[config.mk]
export PLATFORM = sky130hd
export DESIGN_NAME = rainbow_pattern_generator_flat
export DESIGN_NICKNAME = d
export VERILOG_FILES = /design/src/rpg_pkg.sv /design/src/rpg_in_if.sv /design/src/rpg_out_if.sv /design/src/rpg_front.sv /design/src/rpg_queue.sv /design/src/rpg_back.sv /design/src/rainbow_pattern_generator.sv /design/src/flat_wrapper.sv
export SDC_FILE = /design/constraint.sdc
export NUM_CORES = 1
export LEC_CHECK = 0
export ABC_AREA = 1
export BUFFER_PORTS_ARGS = -buffer_cell sky130_fd_sc_hd__buf_2
export CAP_MARGIN = 10
export CORE_MARGIN = 10
export CORE_UTILIZATION = 45
export CTS_CLUSTER_DIAMETER = 100
export CTS_CLUSTER_SIZE = 8
export DETAILED_ROUTE_END_ITERATION = 8
export RECOVER_POWER = 25
export SYNTH_ARGS = -nofsm -noshare
export SYNTH_HDL_FRONTEND = slang
export SYNTH_SLANG_ARGS = --single-unit
[constraint.sdc]
create_clock -name clk -period 15.1 [get_ports clk]
set_clock_uncertainty 0.05 [all_clocks]
set_input_delay 3.02 -clock clk [delete_from_list [all_inputs] [get_ports clk]]
set_output_delay 3.02 -clock clk [all_outputs]
set_load 0.02 [all_outputs]
[src/rpg_pkg.sv]
// Shared types, constants and the color wheel function of the rainbow pattern generator.
// Used by every module under src; depends on nothing else.
`default_nettype none

package rpg_pkg;

	// Configuration register indexes.
	localparam logic [1:0] REG_MODE      = 2'd0;
	localparam logic [1:0] REG_PIX_COUNT = 2'd1;
	localparam logic [1:0] REG_LEAF_CNT  = 2'd2;
	localparam logic [1:0] REG_PIX_LEAF  = 2'd3;

	// Pattern mode codes; any other code shows the whole strip in one color.
	localparam logic [1:0] MODE_PIXEL = 2'd0;
	localparam logic [1:0] MODE_LEAF  = 2'd1;

	// Reset values of the configuration registers.
	localparam logic [1:0]  MODE_RST      = MODE_PIXEL;
	localparam logic [10:0] PIX_COUNT_RST = 11'd60;
	localparam logic [6:0]  LEAF_CNT_RST  = 7'd10;
	localparam logic [4:0]  PIX_LEAF_RST  = 5'd6;

	// Wheel breakpoints.
	localparam logic [7:0] WHEEL_BRK1 = 8'd85;
	localparam logic [7:0] WHEEL_BRK2 = 8'd170;
	localparam logic [7:0] WHEEL_TOP  = 8'd255;

	// How the back end works out the wheel position of one pixel.
	typedef enum logic [1:0] {
		KIND_PIXEL,
		KIND_LEAF,
		KIND_FLAT
	} kind_t;

	// Back end sequencer states.
	typedef enum logic [1:0] {
		BK_IDLE,
		BK_LEAF,
		BK_POS,
		BK_DONE
	} bk_state_t;

	// One classified pixel request, as queued between front and back.
	typedef struct packed {
		kind_t       kind;
		logic [9:0]  pixel;
		logic [7:0]  frame;
		logic        last;
		logic [10:0] len;
		logic [4:0]  ppl;
		logic [6:0]  leafs;
	} entry_t;

	typedef struct packed {
		logic [7:0] red;
		logic [7:0] green;
		logic [7:0] blue;
	} rgb_t;

	// Three-segment color wheel.
	function automatic rgb_t colour_wheel(input logic [7:0] pos);
		rgb_t       c;
		logic [7:0] p;
		p = 8'd0;
		if (pos < WHEEL_BRK1) begin
			c.red   = 8'(pos * 8'd3);
			c.green = WHEEL_TOP - 8'(pos * 8'd3);
			c.blue  = 8'd0;
		end else if (pos < WHEEL_BRK2) begin
			p       = pos - WHEEL_BRK1;
			c.red   = WHEEL_TOP - 8'(p * 8'd3);
			c.green = 8'd0;
			c.blue  = 8'(p * 8'd3);
		end else begin
			p       = pos - WHEEL_BRK2;
			c.red   = 8'd0;
			c.green = 8'(p * 8'd3);
			c.blue  = WHEEL_TOP - 8'(p * 8'd3);
		end
		return c;
	endfunction

endpackage

`default_nettype wire

[src/rpg_in_if.sv]
// Request channel of the rainbow pattern generator: one beat asks for the next pixel.
// Stands alone; no package needed.
`default_nettype none

interface rpg_in_if;
	logic valid;
	logic ready;
	logic restart;

	modport source (output valid, output restart, input ready);
	modport sink (input valid, input restart, output ready);
endinterface

`default_nettype wire

[src/rpg_out_if.sv]
// Result channel of the rainbow pattern generator: one beat carries one pixel color.
// Stands alone; no package needed.
`default_nettype none

interface rpg_out_if;
	logic       valid;
	logic       ready;
	logic [7:0] red;
	logic [7:0] green;
	logic [7:0] blue;
	logic [9:0] pixel_number;
	logic [7:0] frame_number;
	logic       frame_end;

	modport source (output valid, output red, output green, output blue,
		output pixel_number, output frame_number, output frame_end, input ready);
	modport sink (input valid, input red, input green, input blue,
		input pixel_number, input frame_number, input frame_end, output ready);
endinterface

`default_nettype wire

[src/rpg_front.sv]
// Front end: accepts request beats, steps the pixel and frame counters and classifies
// each pixel for the back end. Uses rpg_pkg and rpg_in_if.
`default_nettype none

module rpg_front #(
	parameter int MAX_PIXELS       = 1024,
	parameter int FRAMES_PER_CYCLE = 255
) (
	input  wire                  clk,
	input  wire                  arst_n,
	rpg_in_if.sink               cmd,
	input  wire [1:0]            mode,
	input  wire [10:0]           pix_count,
	input  wire [6:0]            leaf_cnt,
	input  wire [4:0]            pix_leaf,
	output logic                 push_valid,
	input  wire                  push_ready,
	output rpg_pkg::entry_t      push_entry
);

	localparam int          CapInt     = (MAX_PIXELS > 1024) ? 1024 : MAX_PIXELS;
	localparam logic [10:0] LEN_CAP    = 11'(CapInt);
	localparam logic [8:0]  FRAME_WRAP = 9'(FRAMES_PER_CYCLE);

	logic [9:0]  pixel_q;
	logic [7:0]  frame_q;
	logic [6:0]  leafs;
	logic [4:0]  ppl;
	logic [11:0] leaf_len;
	logic [11:0] raw_len;
	logic [10:0] len;
	logic [9:0]  pix0;
	logic [7:0]  frm0;
	logic [9:0]  pix1;
	logic [7:0]  frm1;
	logic        last;
	logic        accept;
	rpg_pkg::kind_t kind;

	function automatic logic [7:0] next_frame(input logic [7:0] f);
		logic [8:0] n;
		n = {1'b0, f} + 9'd1;
		return (n >= FRAME_WRAP) ? 8'd0 : n[7:0];
	endfunction

	// Zero sizes count as one; the frame length saturates at the cap.
	always_comb begin
		leafs    = (leaf_cnt == 7'd0) ? 7'd1 : leaf_cnt;
		ppl      = (pix_leaf == 5'd0) ? 5'd1 : pix_leaf;
		leaf_len = {5'd0, leafs} * {7'd0, ppl};
		case (mode)
			rpg_pkg::MODE_PIXEL: kind = rpg_pkg::KIND_PIXEL;
			rpg_pkg::MODE_LEAF:  kind = rpg_pkg::KIND_LEAF;
			default:             kind = rpg_pkg::KIND_FLAT;
		endcase
		if (kind == rpg_pkg::KIND_LEAF) begin
			raw_len = leaf_len;
		end else begin
			raw_len = (pix_count == 11'd0) ? 12'd1 : {1'b0, pix_count};
		end
		len = (raw_len > {1'b0, LEN_CAP}) ? LEN_CAP : raw_len[10:0];
	end

	// Restart, then start a new frame if the counter ran past a shrunk frame.
	always_comb begin
		pix0 = cmd.restart ? 10'd0 : pixel_q;
		frm0 = cmd.restart ? 8'd0 : frame_q;
		if ({1'b0, pix0} >= len) begin
			pix1 = 10'd0;
			frm1 = next_frame(frm0);
		end else begin
			pix1 = pix0;
			frm1 = frm0;
		end
		last = ({1'b0, pix1} == (len - 11'd1));
	end

	assign cmd.ready  = push_ready;
	assign accept     = cmd.valid && push_ready;
	assign push_valid = cmd.valid;

	always_comb begin
		push_entry.kind  = kind;
		push_entry.pixel = pix1;
		push_entry.frame = frm1;
		push_entry.last  = last;
		push_entry.len   = len;
		push_entry.ppl   = ppl;
		push_entry.leafs = leafs;
	end

	// Counters advance on every accepted beat.
	always_ff @(posedge clk or negedge arst_n) begin
		if (!arst_n) begin
			pixel_q <= 10'd0;
			frame_q <= 8'd0;
		end else if (accept) begin
			if (last) begin
				pixel_q <= 10'd0;
				frame_q <= next_frame(frm1);
			end else begin
				pixel_q <= pix1 + 10'd1;
				frame_q <= frm1;
			end
		end
	end

endmodule

`default_nettype wire

[src/rpg_queue.sv]
// Two-entry queue of classified pixels between front and back end.
// Uses rpg_pkg for the entry type.
`default_nettype none

module rpg_queue (
	input  wire                  clk,
	input  wire                  arst_n,
	input  wire                  push_valid,
	output logic                 push_ready,
	input  rpg_pkg::entry_t      push_entry,
	output logic                 pop_valid,
	input  wire                  pop,
	output rpg_pkg::entry_t      pop_entry
);

	rpg_pkg::entry_t mem_q [2];
	logic            wr_ptr_q;
	logic            rd_ptr_q;
	logic [1:0]      count_q;
	logic            do_push;
	logic            do_pop;

	assign push_ready = (count_q != 2'd2);
	assign pop_valid  = (count_q != 2'd0);
	assign pop_entry  = mem_q[rd_ptr_q];
	assign do_push    = push_valid && push_ready;
	assign do_pop     = pop && pop_valid;

	// Entry storage.
	always_ff @(posedge clk) begin
		if (do_push) begin
			mem_q[wr_ptr_q] <= push_entry;
		end
	end

	// Pointers and fill level.
	always_ff @(posedge clk or negedge arst_n) begin
		if (!arst_n) begin
			wr_ptr_q <= 1'b0;
			rd_ptr_q <= 1'b0;
			count_q  <= 2'd0;
		end else begin
			if (do_push) begin
				wr_ptr_q <= !wr_ptr_q;
			end
			if (do_pop) begin
				rd_ptr_q <= !rd_ptr_q;
			end
			if (do_push && !do_pop) begin
				count_q <= count_q + 2'd1;
			end else if (do_pop && !do_push) begin
				count_q <= count_q - 2'd1;
			end
		end
	end

endmodule

`default_nettype wire

[src/rpg_back.sv]
// Back end: a shared restoring divider works out the wheel position one quotient bit
// per cycle, then the color wheel fills the output register. Uses rpg_pkg and rpg_out_if.
`default_nettype none

module rpg_back (
	input  wire                  clk,
	input  wire                  arst_n,
	input  wire                  pop_valid,
	output logic                 pop,
	input  rpg_pkg::entry_t      pop_entry,
	rpg_out_if.source            pixel
);

	rpg_pkg::bk_state_t state_q;
	rpg_pkg::bk_state_t state_n;
	rpg_pkg::entry_t    ent_q;
	rpg_pkg::rgb_t      rgb;

	logic [10:0] rem_q;
	logic [9:0]  num_q;
	logic [9:0]  quo_q;
	logic [10:0] div_q;
	logic [3:0]  cnt_q;
	logic [11:0] trial;
	logic [11:0] diff;
	logic        ge;
	logic [10:0] rem_n;
	logic [9:0]  quo_n;
	logic [7:0]  pos;
	logic        out_free;
	logic        load;

	logic       valid_q;
	logic [7:0] red_q;
	logic [7:0] green_q;
	logic [7:0] blue_q;
	logic [9:0] pix_num_q;
	logic [7:0] frm_num_q;
	logic       frm_end_q;

	// One restoring division step.
	always_comb begin
		trial = {rem_q, num_q[9]};
		diff  = trial - {1'b0, div_q};
		ge    = (trial >= {1'b0, div_q});
		rem_n = ge ? diff[10:0] : trial[10:0];
		quo_n = {quo_q[8:0], ge};
	end

	assign out_free = !valid_q || pixel.ready;

	// Sequencer: next state and handshake controls.
	always_comb begin
		state_n = state_q;
		pop     = 1'b0;
		load    = 1'b0;
		case (state_q)
			rpg_pkg::BK_IDLE: begin
				pop = pop_valid;
				if (pop_valid) begin
					case (pop_entry.kind)
						rpg_pkg::KIND_LEAF:  state_n = rpg_pkg::BK_LEAF;
						rpg_pkg::KIND_PIXEL: state_n = rpg_pkg::BK_POS;
						default:             state_n = rpg_pkg::BK_DONE;
					endcase
				end
			end
			rpg_pkg::BK_LEAF: begin
				if (cnt_q == 4'd0) begin
					state_n = rpg_pkg::BK_POS;
				end
			end
			rpg_pkg::BK_POS: begin
				if (cnt_q == 4'd0) begin
					state_n = rpg_pkg::BK_DONE;
				end
			end
			rpg_pkg::BK_DONE: begin
				load = out_free;
				if (out_free) begin
					state_n = rpg_pkg::BK_IDLE;
				end
			end
			default: state_n = rpg_pkg::BK_IDLE;
		endcase
	end

	always_ff @(posedge clk or negedge arst_n) begin
		if (!arst_n) begin
			state_q <= rpg_pkg::BK_IDLE;
		end else begin
			state_q <= state_n;
		end
	end

	// Divider datapath. The leaf pass divides the pixel by the leaf size; the position
	// pass divides a remainder known to be below the divisor by it, eight bits deep.
	always_ff @(posedge clk) begin
		case (state_q)
			rpg_pkg::BK_IDLE: begin
				ent_q <= pop_entry;
				quo_q <= 10'd0;
				if (pop_entry.kind == rpg_pkg::KIND_LEAF) begin
					rem_q <= 11'd0;
					num_q <= pop_entry.pixel;
					div_q <= {6'd0, pop_entry.ppl};
					cnt_q <= 4'd9;
				end else begin
					rem_q <= {1'b0, pop_entry.pixel};
					num_q <= 10'd0;
					div_q <= pop_entry.len;
					cnt_q <= 4'd7;
				end
			end
			rpg_pkg::BK_LEAF: begin
				if (cnt_q == 4'd0) begin
					rem_q <= {1'b0, quo_n};
					num_q <= 10'd0;
					quo_q <= 10'd0;
					div_q <= {4'd0, ent_q.leafs};
					cnt_q <= 4'd7;
				end else begin
					rem_q <= rem_n;
					num_q <= {num_q[8:0], 1'b0};
					quo_q <= quo_n;
					cnt_q <= cnt_q - 4'd1;
				end
			end
			rpg_pkg::BK_POS: begin
				rem_q <= rem_n;
				num_q <= {num_q[8:0], 1'b0};
				quo_q <= quo_n;
				cnt_q <= cnt_q - 4'd1;
			end
			default: begin
			end
		endcase
	end

	// Wheel position and color.
	always_comb begin
		if (ent_q.kind == rpg_pkg::KIND_FLAT) begin
			pos = ent_q.frame;
		end else begin
			pos = quo_q[7:0] + ent_q.frame;
		end
		rgb = rpg_pkg::colour_wheel(pos);
	end

	// Output register.
	always_ff @(posedge clk or negedge arst_n) begin
		if (!arst_n) begin
			valid_q <= 1'b0;
		end else if (load) begin
			valid_q <= 1'b1;
		end else if (pixel.ready) begin
			valid_q <= 1'b0;
		end
	end

	always_ff @(posedge clk) begin
		if (load) begin
			red_q     <= rgb.red;
			green_q   <= rgb.green;
			blue_q    <= rgb.blue;
			pix_num_q <= ent_q.pixel;
			frm_num_q <= ent_q.frame;
			frm_end_q <= ent_q.last;
		end
	end

	assign pixel.valid        = valid_q;
	assign pixel.red          = red_q;
	assign pixel.green        = green_q;
	assign pixel.blue         = blue_q;
	assign pixel.pixel_number = pix_num_q;
	assign pixel.frame_number = frm_num_q;
	assign pixel.frame_end    = frm_end_q;

endmodule

`default_nettype wire

[src/rainbow_pattern_generator.sv]
// Top level of the rainbow pattern generator: configuration registers, front end,
// queue and back end. Uses rpg_pkg, rpg_in_if, rpg_out_if, rpg_front, rpg_queue, rpg_back.
//
// Every beat on cmd asks for the color of the next pixel of a rainbow animation and
// yields exactly one beat on pixel. The front end takes a request while the queue has
// room and queues it (two entries deep); the back end works each pixel out through one
// shared restoring divider that produces one quotient bit per cycle: one division in
// per-pixel mode, two in per-leaf mode and none in single-color mode, then the result
// goes to the output register, which lets the next pixel be worked out while a result
// waits to be taken. The user must write the configuration registers through cfg_we,
// cfg_index and cfg_wdata only while the block is idle; the block does not enforce it.
`default_nettype none

module rainbow_pattern_generator #(
	parameter int MAX_PIXELS       = 1024,
	parameter int FRAMES_PER_CYCLE = 255
) (
	input  wire         clk,
	input  wire         arst_n,
	rpg_in_if.sink      cmd,
	rpg_out_if.source   pixel,
	input  wire         cfg_we,
	input  wire [1:0]   cfg_index,
	input  wire [10:0]  cfg_wdata
);

	logic [1:0]  mode_q;
	logic [10:0] pix_count_q;
	logic [6:0]  leaf_cnt_q;
	logic [4:0]  pix_leaf_q;

	logic            push_valid;
	logic            push_ready;
	rpg_pkg::entry_t push_entry;
	logic            pop_valid;
	logic            pop;
	rpg_pkg::entry_t pop_entry;

	// Configuration registers.
	always_ff @(posedge clk or negedge arst_n) begin
		if (!arst_n) begin
			mode_q      <= rpg_pkg::MODE_RST;
			pix_count_q <= rpg_pkg::PIX_COUNT_RST;
			leaf_cnt_q  <= rpg_pkg::LEAF_CNT_RST;
			pix_leaf_q  <= rpg_pkg::PIX_LEAF_RST;
		end else if (cfg_we) begin
			case (cfg_index)
				rpg_pkg::REG_MODE:      mode_q      <= cfg_wdata[1:0];
				rpg_pkg::REG_PIX_COUNT: pix_count_q <= cfg_wdata;
				rpg_pkg::REG_LEAF_CNT:  leaf_cnt_q  <= cfg_wdata[6:0];
				rpg_pkg::REG_PIX_LEAF:  pix_leaf_q  <= cfg_wdata[4:0];
				default: begin
				end
			endcase
		end
	end

	rpg_front #(
		.MAX_PIXELS       (MAX_PIXELS),
		.FRAMES_PER_CYCLE (FRAMES_PER_CYCLE)
	) u_front (
		.clk        (clk),
		.arst_n     (arst_n),
		.cmd        (cmd),
		.mode       (mode_q),
		.pix_count  (pix_count_q),
		.leaf_cnt   (leaf_cnt_q),
		.pix_leaf   (pix_leaf_q),
		.push_valid (push_valid),
		.push_ready (push_ready),
		.push_entry (push_entry)
	);

	rpg_queue u_queue (
		.clk        (clk),
		.arst_n     (arst_n),
		.push_valid (push_valid),
		.push_ready (push_ready),
		.push_entry (push_entry),
		.pop_valid  (pop_valid),
		.pop        (pop),
		.pop_entry  (pop_entry)
	);

	rpg_back u_back (
		.clk       (clk),
		.arst_n    (arst_n),
		.pop_valid (pop_valid),
		.pop       (pop),
		.pop_entry (pop_entry),
		.pixel     (pixel)
	);

endmodule

`default_nettype wire
[src/flat_wrapper.sv]
// flat-port wrapper written by rule: the top's interface ports become plain ports
module rainbow_pattern_generator_flat 
#(
	parameter int MAX_PIXELS       = 1024,
	parameter int FRAMES_PER_CYCLE = 255
)
  (clk, arst_n, cfg_we, cfg_index, cfg_wdata, cmd_valid, cmd_restart, cmd_ready, pixel_valid, pixel_red, pixel_green, pixel_blue, pixel_pixel_number, pixel_frame_number, pixel_frame_end, pixel_ready);
  rpg_in_if cmd_i ();
  rpg_out_if pixel_i ();
  input  wire clk;
  input  wire arst_n;
  input  wire cfg_we;
  input  wire [1:0] cfg_index;
  input  wire [10:0] cfg_wdata;
  input wire logic [$bits(cmd_i.valid)-1:0] cmd_valid;
  input wire logic [$bits(cmd_i.restart)-1:0] cmd_restart;
  output wire logic [$bits(cmd_i.ready)-1:0] cmd_ready;
  output wire logic [$bits(pixel_i.valid)-1:0] pixel_valid;
  output wire logic [$bits(pixel_i.red)-1:0] pixel_red;
  output wire logic [$bits(pixel_i.green)-1:0] pixel_green;
  output wire logic [$bits(pixel_i.blue)-1:0] pixel_blue;
  output wire logic [$bits(pixel_i.pixel_number)-1:0] pixel_pixel_number;
  output wire logic [$bits(pixel_i.frame_number)-1:0] pixel_frame_number;
  output wire logic [$bits(pixel_i.frame_end)-1:0] pixel_frame_end;
  input wire logic [$bits(pixel_i.ready)-1:0] pixel_ready;
  assign cmd_i.valid = cmd_valid;
  assign cmd_i.restart = cmd_restart;
  assign cmd_ready = cmd_i.ready;
  assign pixel_valid = pixel_i.valid;
  assign pixel_red = pixel_i.red;
  assign pixel_green = pixel_i.green;
  assign pixel_blue = pixel_i.blue;
  assign pixel_pixel_number = pixel_i.pixel_number;
  assign pixel_frame_number = pixel_i.frame_number;
  assign pixel_frame_end = pixel_i.frame_end;
  assign pixel_i.ready = pixel_ready;
  rainbow_pattern_generator #(.MAX_PIXELS(MAX_PIXELS), .FRAMES_PER_CYCLE(FRAMES_PER_CYCLE)) u_core (.clk(clk), .arst_n(arst_n), .cmd(cmd_i), .pixel(pixel_i), .cfg_we(cfg_we), .cfg_index(cfg_index), .cfg_wdata(cfg_wdata));
endmodule
==> flow_metrics.py, run 1 <==
metrics = {
    "status": {
        "outcome": "finished with violations",
        "violations": "max-capacitance violations, max-slew violations",
    },
    "logic_synthesis": {
        "ys_warn_count": 0,
        "synth_largest_area_cell": "edfxtp_1",
        "synth.area.top_cells": "edfxtp_1, nand2_1, ha_1",
        "synth_common_cells": "nand2_1, inv_1, edfxtp_1",
        "syn-num-nets": 1805,
        "synth_edf_count": 204,
        "ys_seq_elements": 254,
        "syn_area_um2": 15100,
        "ys.flop_type": "edfxtp_1",
        "ys_async_sr_fraction_pct": 19.7,
        "synthCells": 1674,
        "seq_area_frac_synth_pct": 48.9,
        "synth_most_common_cell": "nand2_1",
        "synth.avg_cell_area_um2": 9.03,
        "yosysTopAreaCellShare_pct": 40.5,
        "synth.distinct_cells": 56,
    },
    "critical_path": {
        "crit_path_start_kind": "flip-flop",
        "path_common_cell": "nand2_1",
        "path_max_fanout": 22,
        "crit_arrival_ns": 7.80,
        "endpoint_kind": "flip-flop",
        "cp.required_ns": 15.43,
        "worst-setup-path-type": "reg2reg",
        "regToRegSetupSlack_ns": 7.62,
        "max_stage_delay_ns": 0.67,
        "crit_slowest_cell": "dfstp_1",
    },
    "final_layout": {
        "final_net_count": 1860,
        "n_antenna_cell": 0,
        "syn_to_final_growth_pct": 11.5,
        "drive_gt1_share_pct": 11.0,
        "fillers": 3124,
    },
    "clock_tree": {
        "cts_sinks": 254,
        "cts_root_buf": "clkbuf_16",
        "tritoncts": "built",
        "htree_levels": 2,
        "clk_latency_ns": 0.52,
        "postCtsSetupBuffers": 0,
        "ctsLongestPathBuffers": 3,
        "cts_made_buffers": 37,
        "clk_pin_slew_ns": 0.05,
        "cts_resized": 0,
        "cts_hold_buf": 0,
    },
    "timing": {
        "slew_headroom_pct": -26.6,
        "rsz0062_at_grt": "false",
        "tightest_slew_ns": 1.90,
        "tns_ns": 0,
        "hold_viol": 0,
        "period_minus_slack_ns": 7.48,
        "finalCritPeriodShare_pct": 49.5,
        "setup_viol": 0,
        "fmax_ghz": 0.134,
        "finalMaxSlewViolations": 75,
    },
    "route": {
        "drtAntennaViolNets": 0,
        "routedWlPerCell_um": 15.1,
        "vias_per_cell": 4.92,
        "drt-pass1-iter-count": 5,
        "first_iter_violations": 701,
        "num_vias": 10846,
        "finalWirelength_mm": 33.3,
        "post-route-drc-count": 0,
    },
    "global_routing": {
        "grt_max_degree": 51,
        "antenna_found_initial": 0,
        "grt_usage_pct": 16.4,
        "grt_pass1_vias": 10813,
        "gr-total-overflow": 0,
        "grt_first_pass_wirelength_mm": 56.0,
    },
    "place": {
        "hpwl_mm": 24.5,
        "gp_congestion": 0.907,
        "io_buffers": 63,
    },
    "floorplanning": {
        "fp.coreArea_um2": 33400,
        "dieArea_um2": 41300,
        "die_y_um": 203,
        "start_util_pct": 45.3,
        "num_rows": 67,
        "ios": 64,
        "fp.dieW_um": 203,
    },
    "flow_run": {
        "drv_cap": 2,
    },
    "worst_hold_path": {
        "hold_class": "reg2reg",
    },
}
final timing paths:
check                           cells after the start                                            end                              start
worst max register to register                     48          u_core.u_front.frame_q[6]$_DFFE_PN0P_   u_core.leaf_cnt_q[1]$_DFFE_PN1P_
max in group asynchronous                           2          u_core.u_front.pixel_q[3]$_DFFE_PN0P_                             arst_n
worst min register to register                      0  u_core.u_back.pixel.pixel_number[0]$_DFFE_PP_  u_core.u_back.ent_q[32]$_DFFE_PP_
worst min-delay path                                0  u_core.u_back.pixel.pixel_number[0]$_DFFE_PP_  u_core.u_back.ent_q[32]$_DFFE_PP_
min in group asynchronous                           2               u_core.leaf_cnt_q[5]$_DFFE_PN0P_                             arst_n
worst max-delay path                               48          u_core.u_front.frame_q[6]$_DFFE_PN0P_   u_core.leaf_cnt_q[1]$_DFFE_PN1P_
logic make-up (layout without fill, tap and decap cells):
group | after synthesis | in the layout | synth area share [%]
xor+xnor | 51 | 51 | 2.95
buf+inv | 320 | 404 | 8.42
simple gates | 705 | 705 | 20.3
mux | 4 | 4 | 0.281
compound gates | 228 | 228 | 8.97
fa+ha+maj | 112 | 112 | 10.2
flops | 254 | 254 | 48.9
per-layer routing:
metal | routed length (µm) | GRT usage (%) | share of wire, % | vias up
met1 | 15700 | 21.8 | 47 | 5034
met4 | 457 | 3.84 | 1.4 | 0
met5 | 0 | 0 | 0 | -
met2 | 15700 | 27.5 | 47 | 199
li1 | - | - | - | 5583
met3 | 1440 | 2.84 | 4.3 | 30
area by class of cell:
class                           count  area [µm²]  area share, %
Sequential cell                   254        7390           43.8
Multi-Input combinational cell   1100        6470           38.4
Clock buffer                       65        1040           6.17
Inverter                          264         995           5.90
Tap cell                          448         561           3.32
Timing Repair Buffer               72         372           2.20
Clock inverter                      3        41.3          0.245
metrics by stage:
stage          setup WS [ns]  cell area [µm²]  std cells  hold slack [ns]  util (%)
5_1_grt                 6.83            16900       2206            0.380      50.5
2_1_floorplan           8.55            15100       1674            0.350         -
4_1_cts                 7.69            16900       2206            0.360      50.6
3_5_place_dp            7.70            15800       2138            0.355      47.4
6_report                7.62            16900       2206            0.363      50.5
3_3_place_gp            7.89            15800       2138            0.353      47.4
cell usage in the layout, fill, tap and decap left out, drive strengths merged, types with 2 or more instances in the layout:
cell type	synthesis	final
nand2	473	473
inv	261	262
edfxtp	204	204
nor2	107	107
o21ai	100	100
ha	93	93
nand3	85	85
a21oi	79	79
buf	18	69
clkbuf	38	68
dfrtp	42	42
xor2	40	40
fa	19	19
nand4	14	14
xnor2	11	11
nand3b	10	10
o22ai	10	10
a32o	9	9
or2	8	8
o31ai	8	8
dfstp	8	8
o211ai	7	7
nor3	5	5
clkinv	3	5
o21bai	4	4
a221o	3	3
and2	3	3
a21o	2	2
mux2i	2	2
mux2	2	2
critical path, delay by kind of cell, from the launching register on:
family                   cells  cell delay (ns)
buffers and inverters        5             0.33
adder cells (fa/ha/maj)      6             2.39
AND/OR/NAND/NOR             34             3.30
AO/OA/AOI/OAI                3             0.58
flip-flops                   1             0.67
state kept, by name (all words and copies together), names as in the netlist, 9 cells and up:
register,count
u_core.pix_count_q,11
u_core.u_back.div_q,11
u_core.u_back.ent_q,28
u_core.u_back.num_q,10
u_core.u_back.pixel.pixel_number,10
u_core.u_back.quo_q,9
u_core.u_back.rem_q,11
u_core.u_front.pixel_q,10
u_core.u_queue.mem_q,88
Power of run 1 is not shown: default switching activity piles up to over one toggle a cycle in this logic, so the estimate is an artifact.
==> inputs of run 2 (changes only) <==
==> constraint.sdc (replaced) <==
create_clock -name clk -period 6.2 [get_ports clk]
set_clock_uncertainty 0.05 [all_clocks]
set_input_delay 1.24 -clock clk [delete_from_list [all_inputs] [get_ports clk]]
set_output_delay 1.24 -clock clk [all_outputs]
set_load 0.02 [all_outputs]
==> flow_metrics.py, run 2 (synthesis gave the netlist of run 1 again) <==
metrics = {
    "final_layout": {
        "drive_gt1_share_pct": 20.5,
        "layout_common_cells": "nand2_1, inv_1, edfxtp_1",
        "n_antenna_cell": 0,
        "final_common_cell": "nand2_1",
        "top_register": "u_core.u_queue.mem_q",
        "largest_registers": "u_core.u_queue.mem_q: 88 flops, u_core.u_back.ent_q: 28 flops",
        "final_net_count": 1981,
        "final_core_utilization_pct": 54.5,
        "syn_to_final_growth_pct": 20.3,
        "fillers": 3069,
        "largest_reg_flops": 88,
        "final_cell_area_um2": 18200,
    },
    "timing": {
        "slew_headroom_pct": 42.1,
        "tightest_slew_ns": 0.865,
        "fmax_ghz": 0.157,
        "finalCritPeriodShare_pct": 102,
        "finalMaxSlewViolations": 0,
        "setup_viol": 15,
        "hold_viol": 0,
        "fin_ws_ns": -0.152,
        "rsz0062_at_grt": "true",
        "tns_ns": -1.09,
        "period_minus_slack_ns": 6.35,
    },
    "global_routing": {
        "grt_first_pass_wirelength_mm": 57.5,
        "grt_usage_pct": 16.9,
        "antenna_found_initial": 0,
        "grt_max_degree": 51,
        "grt_pass1_vias": 11429,
        "gr-total-overflow": 0,
    },
    "floorplanning": {
        "ios": 64,
        "die_y_um": 203,
        "dieArea_um2": 41300,
        "start_util_pct": 45.3,
        "fp.dieW_um": 203,
        "fp.coreArea_um2": 33400,
        "num_rows": 67,
    },
    "place": {
        "place_ws_ns": -0.311,
        "hpwl_mm": 25.4,
        "io_buffers": 63,
        "placed_area_um2": 16700,
        "gp_congestion": 0.867,
    },
    "critical_path": {
        "cp.required_ns": 6.53,
        "crit_buf_inv": 5,
        "critPathTopFamily": "simple AND/OR/NAND/NOR gates",
        "path_common_cell": "nand2_2",
        "crit_arrival_ns": 6.68,
        "crit_slowest_cell": "fa_1",
        "path_max_fanout": 7,
        "crit_path_start_kind": "flip-flop",
        "max_stage_delay_ns": 0.50,
        "worst-setup-path-type": "reg2reg",
        "endpoint_kind": "flip-flop",
    },
    "clock_tree": {
        "tritoncts": "built",
        "clk_pin_slew_ns": 0.05,
        "cts_root_buf": "clkbuf_16",
        "cts_sinks": 254,
        "clk_latency_ns": 0.53,
        "cts_hold_buf": 0,
        "ctsLongestPathBuffers": 3,
        "htree_levels": 2,
        "cts_made_buffers": 37,
    },
    "route": {
        "finalWirelength_mm": 34.4,
        "drtAntennaViolNets": 0,
        "post-route-drc-count": 0,
        "vias_per_cell": 4.93,
        "drt-pass1-iter-count": 5,
        "routedWlPerCell_um": 14.8,
        "first_iter_violations": 601,
        "num_vias": 11461,
    },
    "worst_hold_path": {
        "hold_class": "reg2reg",
    },
    "status": {
        "outcome": "finished with violations",
        "violations": "negative setup slack",
    },
    "flow_run": {
        "drv_cap": 0,
    },
}
run 2: per-stage QoR:
step | hold slack, ns | instances
after CTS | 0.367 | 2325
after global routing | 0.374 | 2327
after detailed placement | 0.355 | 2239
after floorplan | 0.350 | 1674
after global placement | 0.352 | 2239
final | 0.365 | 2327
run 2: path summary, 6_finish.rpt:
| path | slack (ns) | to | start | cells after the start |
|---|---|---|---|---|
| min | 0.37 | u_core.u_back.pixel.pixel_number[8]$_DFFE_PP_ | u_core.u_back.ent_q[40]$_DFFE_PP_ | 0 |
| max in group asynchronous | 4.80 | u_core.u_queue.rd_ptr_q$_DFFE_PN0P_ | arst_n | 2 |
| min reg2reg | 0.37 | u_core.u_back.pixel.pixel_number[8]$_DFFE_PP_ | u_core.u_back.ent_q[40]$_DFFE_PP_ | 0 |
| min in group asynchronous | 0.80 | u_core.leaf_cnt_q[4]$_DFFE_PN0P_ | arst_n | 2 |
| max reg2reg | -0.15 | u_core.u_front.frame_q[6]$_DFFE_PN0P_ | u_core.leaf_cnt_q[4]$_DFFE_PN0P_ | 44 |
| max | -0.15 | u_core.u_front.frame_q[6]$_DFFE_PN0P_ | u_core.leaf_cnt_q[4]$_DFFE_PN0P_ | 44 |
run 2: repair_timing:
action                                  4_1_cts  5_1_grt
gates resized for setup                      29       44
endpoints found under the setup margin       20       20
setup buffers                                17        2
gates cloned                                  1        0
pin swaps                                    31       25
run 2: area by class of cell:
type / instances / area (µm²) / share of cell area [%]
Clock buffer: 65 / 1040 / 5.72
Sequential cell: 254 / 7390 / 40.6
Tap cell: 448 / 561 / 3.08
Timing Repair Buffer: 192 / 1290 / 7.09
Clock inverter: 3 / 41.3 / 0.227
Inverter: 264 / 997 / 5.48
Multi-Input combinational cell: 1101 / 6870 / 37.8
run 2: metal layers:
layer	wire, µm	up-vias	track usage (%)
li1	-	5818	-
met1	15900	5399	22.0
met2	16200	189	28.0
met3	1590	55	3.13
met4	782	0	5.38
met5	0	-	0
Power of run 2 is left out for the same reason.
==> inputs of run 3 (changes only) <==
--- a/config.mk
+++ b/config.mk
@@ -16,4 +16,5 @@
 export RECOVER_POWER = 25
 export SYNTH_ARGS = -nofsm -noshare
 export SYNTH_HDL_FRONTEND = slang
+export SYNTH_HIERARCHICAL = 1
 export SYNTH_SLANG_ARGS = --single-unit
==> flow_metrics.py, run 3 <==
metrics = {
    "status": {
        "outcome": "finished with violations",
        "violations": "negative setup slack",
    },
    "critical_path": {
        "crit_path_start_kind": "flip-flop",
        "crit_arrival_ns": 6.58,
        "path_max_fanout": 7,
        "max_stage_delay_ns": 0.57,
        "crit_slowest_cell": "dfstp_2",
        "path_common_cell": "nand2_1",
        "r2r_start": "u_core/pix_leaf_q[2]$_DFFE_PN1P_",
        "cp-startpoint": "u_core/pix_leaf_q[2]$_DFFE_PN1P_",
        "r2r-end": "u_core/u_front/frame_q[0]$_DFFE_PN0P_",
        "reg2reg_depth": 45,
        "cp.required_ns": 6.57,
        "critPathCapture": "u_core/u_front/frame_q[0]$_DFFE_PN0P_",
        "endpoint_kind": "flip-flop",
        "regToRegSetupSlack_ns": -0.007,
        "worst-setup-path-type": "reg2reg",
    },
    "final_layout": {
        "drive_gt1_share_pct": 22.8,
        "fillers": 3135,
        "final_net_count": 2106,
        "largest_reg_flops": 88,
        "largest_registers": "u_core/u_queue/mem_q: 88 flops, u_core/u_back/ent_q: 28 flops",
        "layout_common_cells": "nand2_1, inv_1, edfxtp_1",
        "syn_to_final_growth_pct": 18.4,
        "final_common_cell": "nand2_1",
        "top_register": "u_core/u_queue/mem_q",
        "n_antenna_cell": 0,
    },
    "global_routing": {
        "grt_max_degree": 51,
        "antenna_found_initial": 0,
        "grt_first_pass_wirelength_mm": 61.0,
        "grt_usage_pct": 16.9,
        "grt_pass1_vias": 12099,
        "gr-total-overflow": 0,
    },
    "logic_synthesis": {
        "yosysTopAreaCellShare_pct": 38.3,
        "synth.area.top_cells": "edfxtp_1, nand2_1, ha_1",
        "synth_largest_area_cell": "edfxtp_1",
        "syn_area_um2": 16000,
        "synth_common_cells": "nand2_1, inv_1, edfxtp_1",
        "ys_warn_count": 6,
        "synth.distinct_cells": 61,
        "ys.flop_type": "edfxtp_1",
        "seq_area_frac_synth_pct": 46.2,
        "syn-num-nets": 1950,
        "synthCells": 1821,
        "ys_seq_elements": 254,
        "ys_async_sr_fraction_pct": 19.7,
        "synth_most_common_cell": "nand2_1",
        "synth_edf_count": 204,
        "synth.avg_cell_area_um2": 8.77,
    },
    "clock_tree": {
        "cts_sinks": 254,
        "cts_made_buffers": 38,
        "tritoncts": "built",
        "cts_hold_buf": 0,
        "cts_root_buf": "clkbuf_16",
        "clk_pin_slew_ns": 0.05,
        "htree_levels": 2,
        "ctsLongestPathBuffers": 3,
        "clk_latency_ns": 0.54,
    },
    "worst_hold_path": {
        "hold_path_depth": 0,
        "hold_path_startpoint": "u_core/u_back/ent_q[23]$_DFFE_PP_",
        "hold_class": "reg2reg",
    },
    "floorplanning": {
        "num_rows": 68,
        "die_y_um": 208,
        "fp.dieW_um": 208,
        "ios": 64,
        "dieArea_um2": 43400,
        "start_util_pct": 45.9,
        "fp.coreArea_um2": 34800,
    },
    "timing": {
        "finalMaxSlewViolations": 0,
        "finalCritPeriodShare_pct": 100,
        "period_minus_slack_ns": 6.21,
        "fmax_ghz": 0.161,
        "setup_viol": 3,
        "slew_headroom_pct": 51.5,
        "tightest_slew_ns": 0.725,
        "timing.hold.ws_ns": 0.364,
        "fin_ws_ns": -0.00676,
        "hold_viol": 0,
        "rsz0062_at_grt": "true",
    },
    "place": {
        "hpwl_mm": 27.4,
        "io_buffers": 63,
        "gp_congestion": 0.914,
    },
    "route": {
        "num_vias": 12282,
        "finalWirelength_mm": 37.2,
        "drt-pass1-iter-count": 5,
        "drtAntennaViolNets": 0,
        "routedWlPerCell_um": 15.1,
        "first_iter_violations": 644,
        "vias_per_cell": 4.99,
        "post-route-drc-count": 0,
    },
    "flow_run": {
        "drv_cap": 0,
    },
}
run 3: cell types whose count changed after synthesis, moves of 18 or more:
cell / delta
a21oi_1: -33
nand2_2: +34
clkbuf_1: -18
nand4_1: +25
nand3_1: +37
o21ai_0: -32
nand2_1: +76
run 3: final cells by class:
cell class / count / area (µm²) / share of cell area (%)
flip-flops and latches: 254 / 7390 / 39.1
repair buffers: 171 / 1150 / 6.06
multi-input cells: 1233 / 7590 / 40.1
clock buffers: 65 / 1050 / 5.56
clock inverters: 5 / 101 / 0.536
well taps: 455 / 569 / 3.01
inverters: 279 / 1070 / 5.68
run 3: worst min-delay path by stage:
stage | end | slack [ns]
6_report | u_core/u_back/pixel.frame_end$_DFFE_PP_ | 0.36
2_1_floorplan | u_core/u_back/pixel.frame_end$_DFFE_PP_ | 0.35
3_5_place_dp | u_core/u_back/pixel.pixel_number[1]$_DFFE_PP_ | 0.35
3_3_place_gp | u_core/u_back/pixel.pixel_number[5]$_DFFE_PP_ | 0.35
4_1_cts | u_core/u_back/pixel.frame_end$_DFFE_PP_ | 0.36
5_1_grt | u_core/u_back/pixel.frame_end$_DFFE_PP_ | 0.38
run 3: worst max-delay path: cells and delay by family (launching register included):
family,cells,cell delay (ns)
adders and majority gates,6,2.24
buffers and inverters,6,0.44
DFF,1,0.57
and+or+nand+nor,33,2.77
run 3: cell families (layout without fill, tap and decap cells):
family,after synthesis,after routing,synth area share [%]
buffers and inverters,337,520,9.52
and+or+nand+nor,908,911,25.6
adders and majority gates,110,110,9.51
xor gates and xnor gates,42,42,2.30
AOI/OAI and AO/OA,170,170,6.79
DFF,254,254,46.2
run 3: repair_timing:
action                     4_1_cts  5_1_grt
pin swaps                       44       41
setup endpoints to repair       20       20
resized for setup               46       59
setup buffers                   18       12
cloned                           2        1
run 3: metal layers:
layer	up-vias	part of all wire [%]	global-route usage, %	wire [µm]
met5	-	0	0	0
met4	0	1.8	4.91	658
met3	47	4.8	3.04	1800
met2	246	47	27.7	17500
met1	5759	46	22.2	17300
li1	6230	-	-	-
run 3: through the flow:
step | area (µm²) | TNS [ns] | setup slack (ns) | utilization, % | instances
2_1_floorplan | 16000 | 0 | 0.00541 | - | 1821
3_3_place_gp | 17100 | -0.430 | -0.0432 | 49.0 | 2359
3_5_place_dp | 17100 | -3.20 | -0.258 | 49.0 | 2359
4_1_cts | 18600 | 0 | 0.00132 | 53.4 | 2449
5_1_grt | 18900 | -6.95 | -0.433 | 54.4 | 2462
6_report | 18900 | -0.0118 | -0.00676 | 54.4 | 2462
Power of run 3 is left out for the same reason.
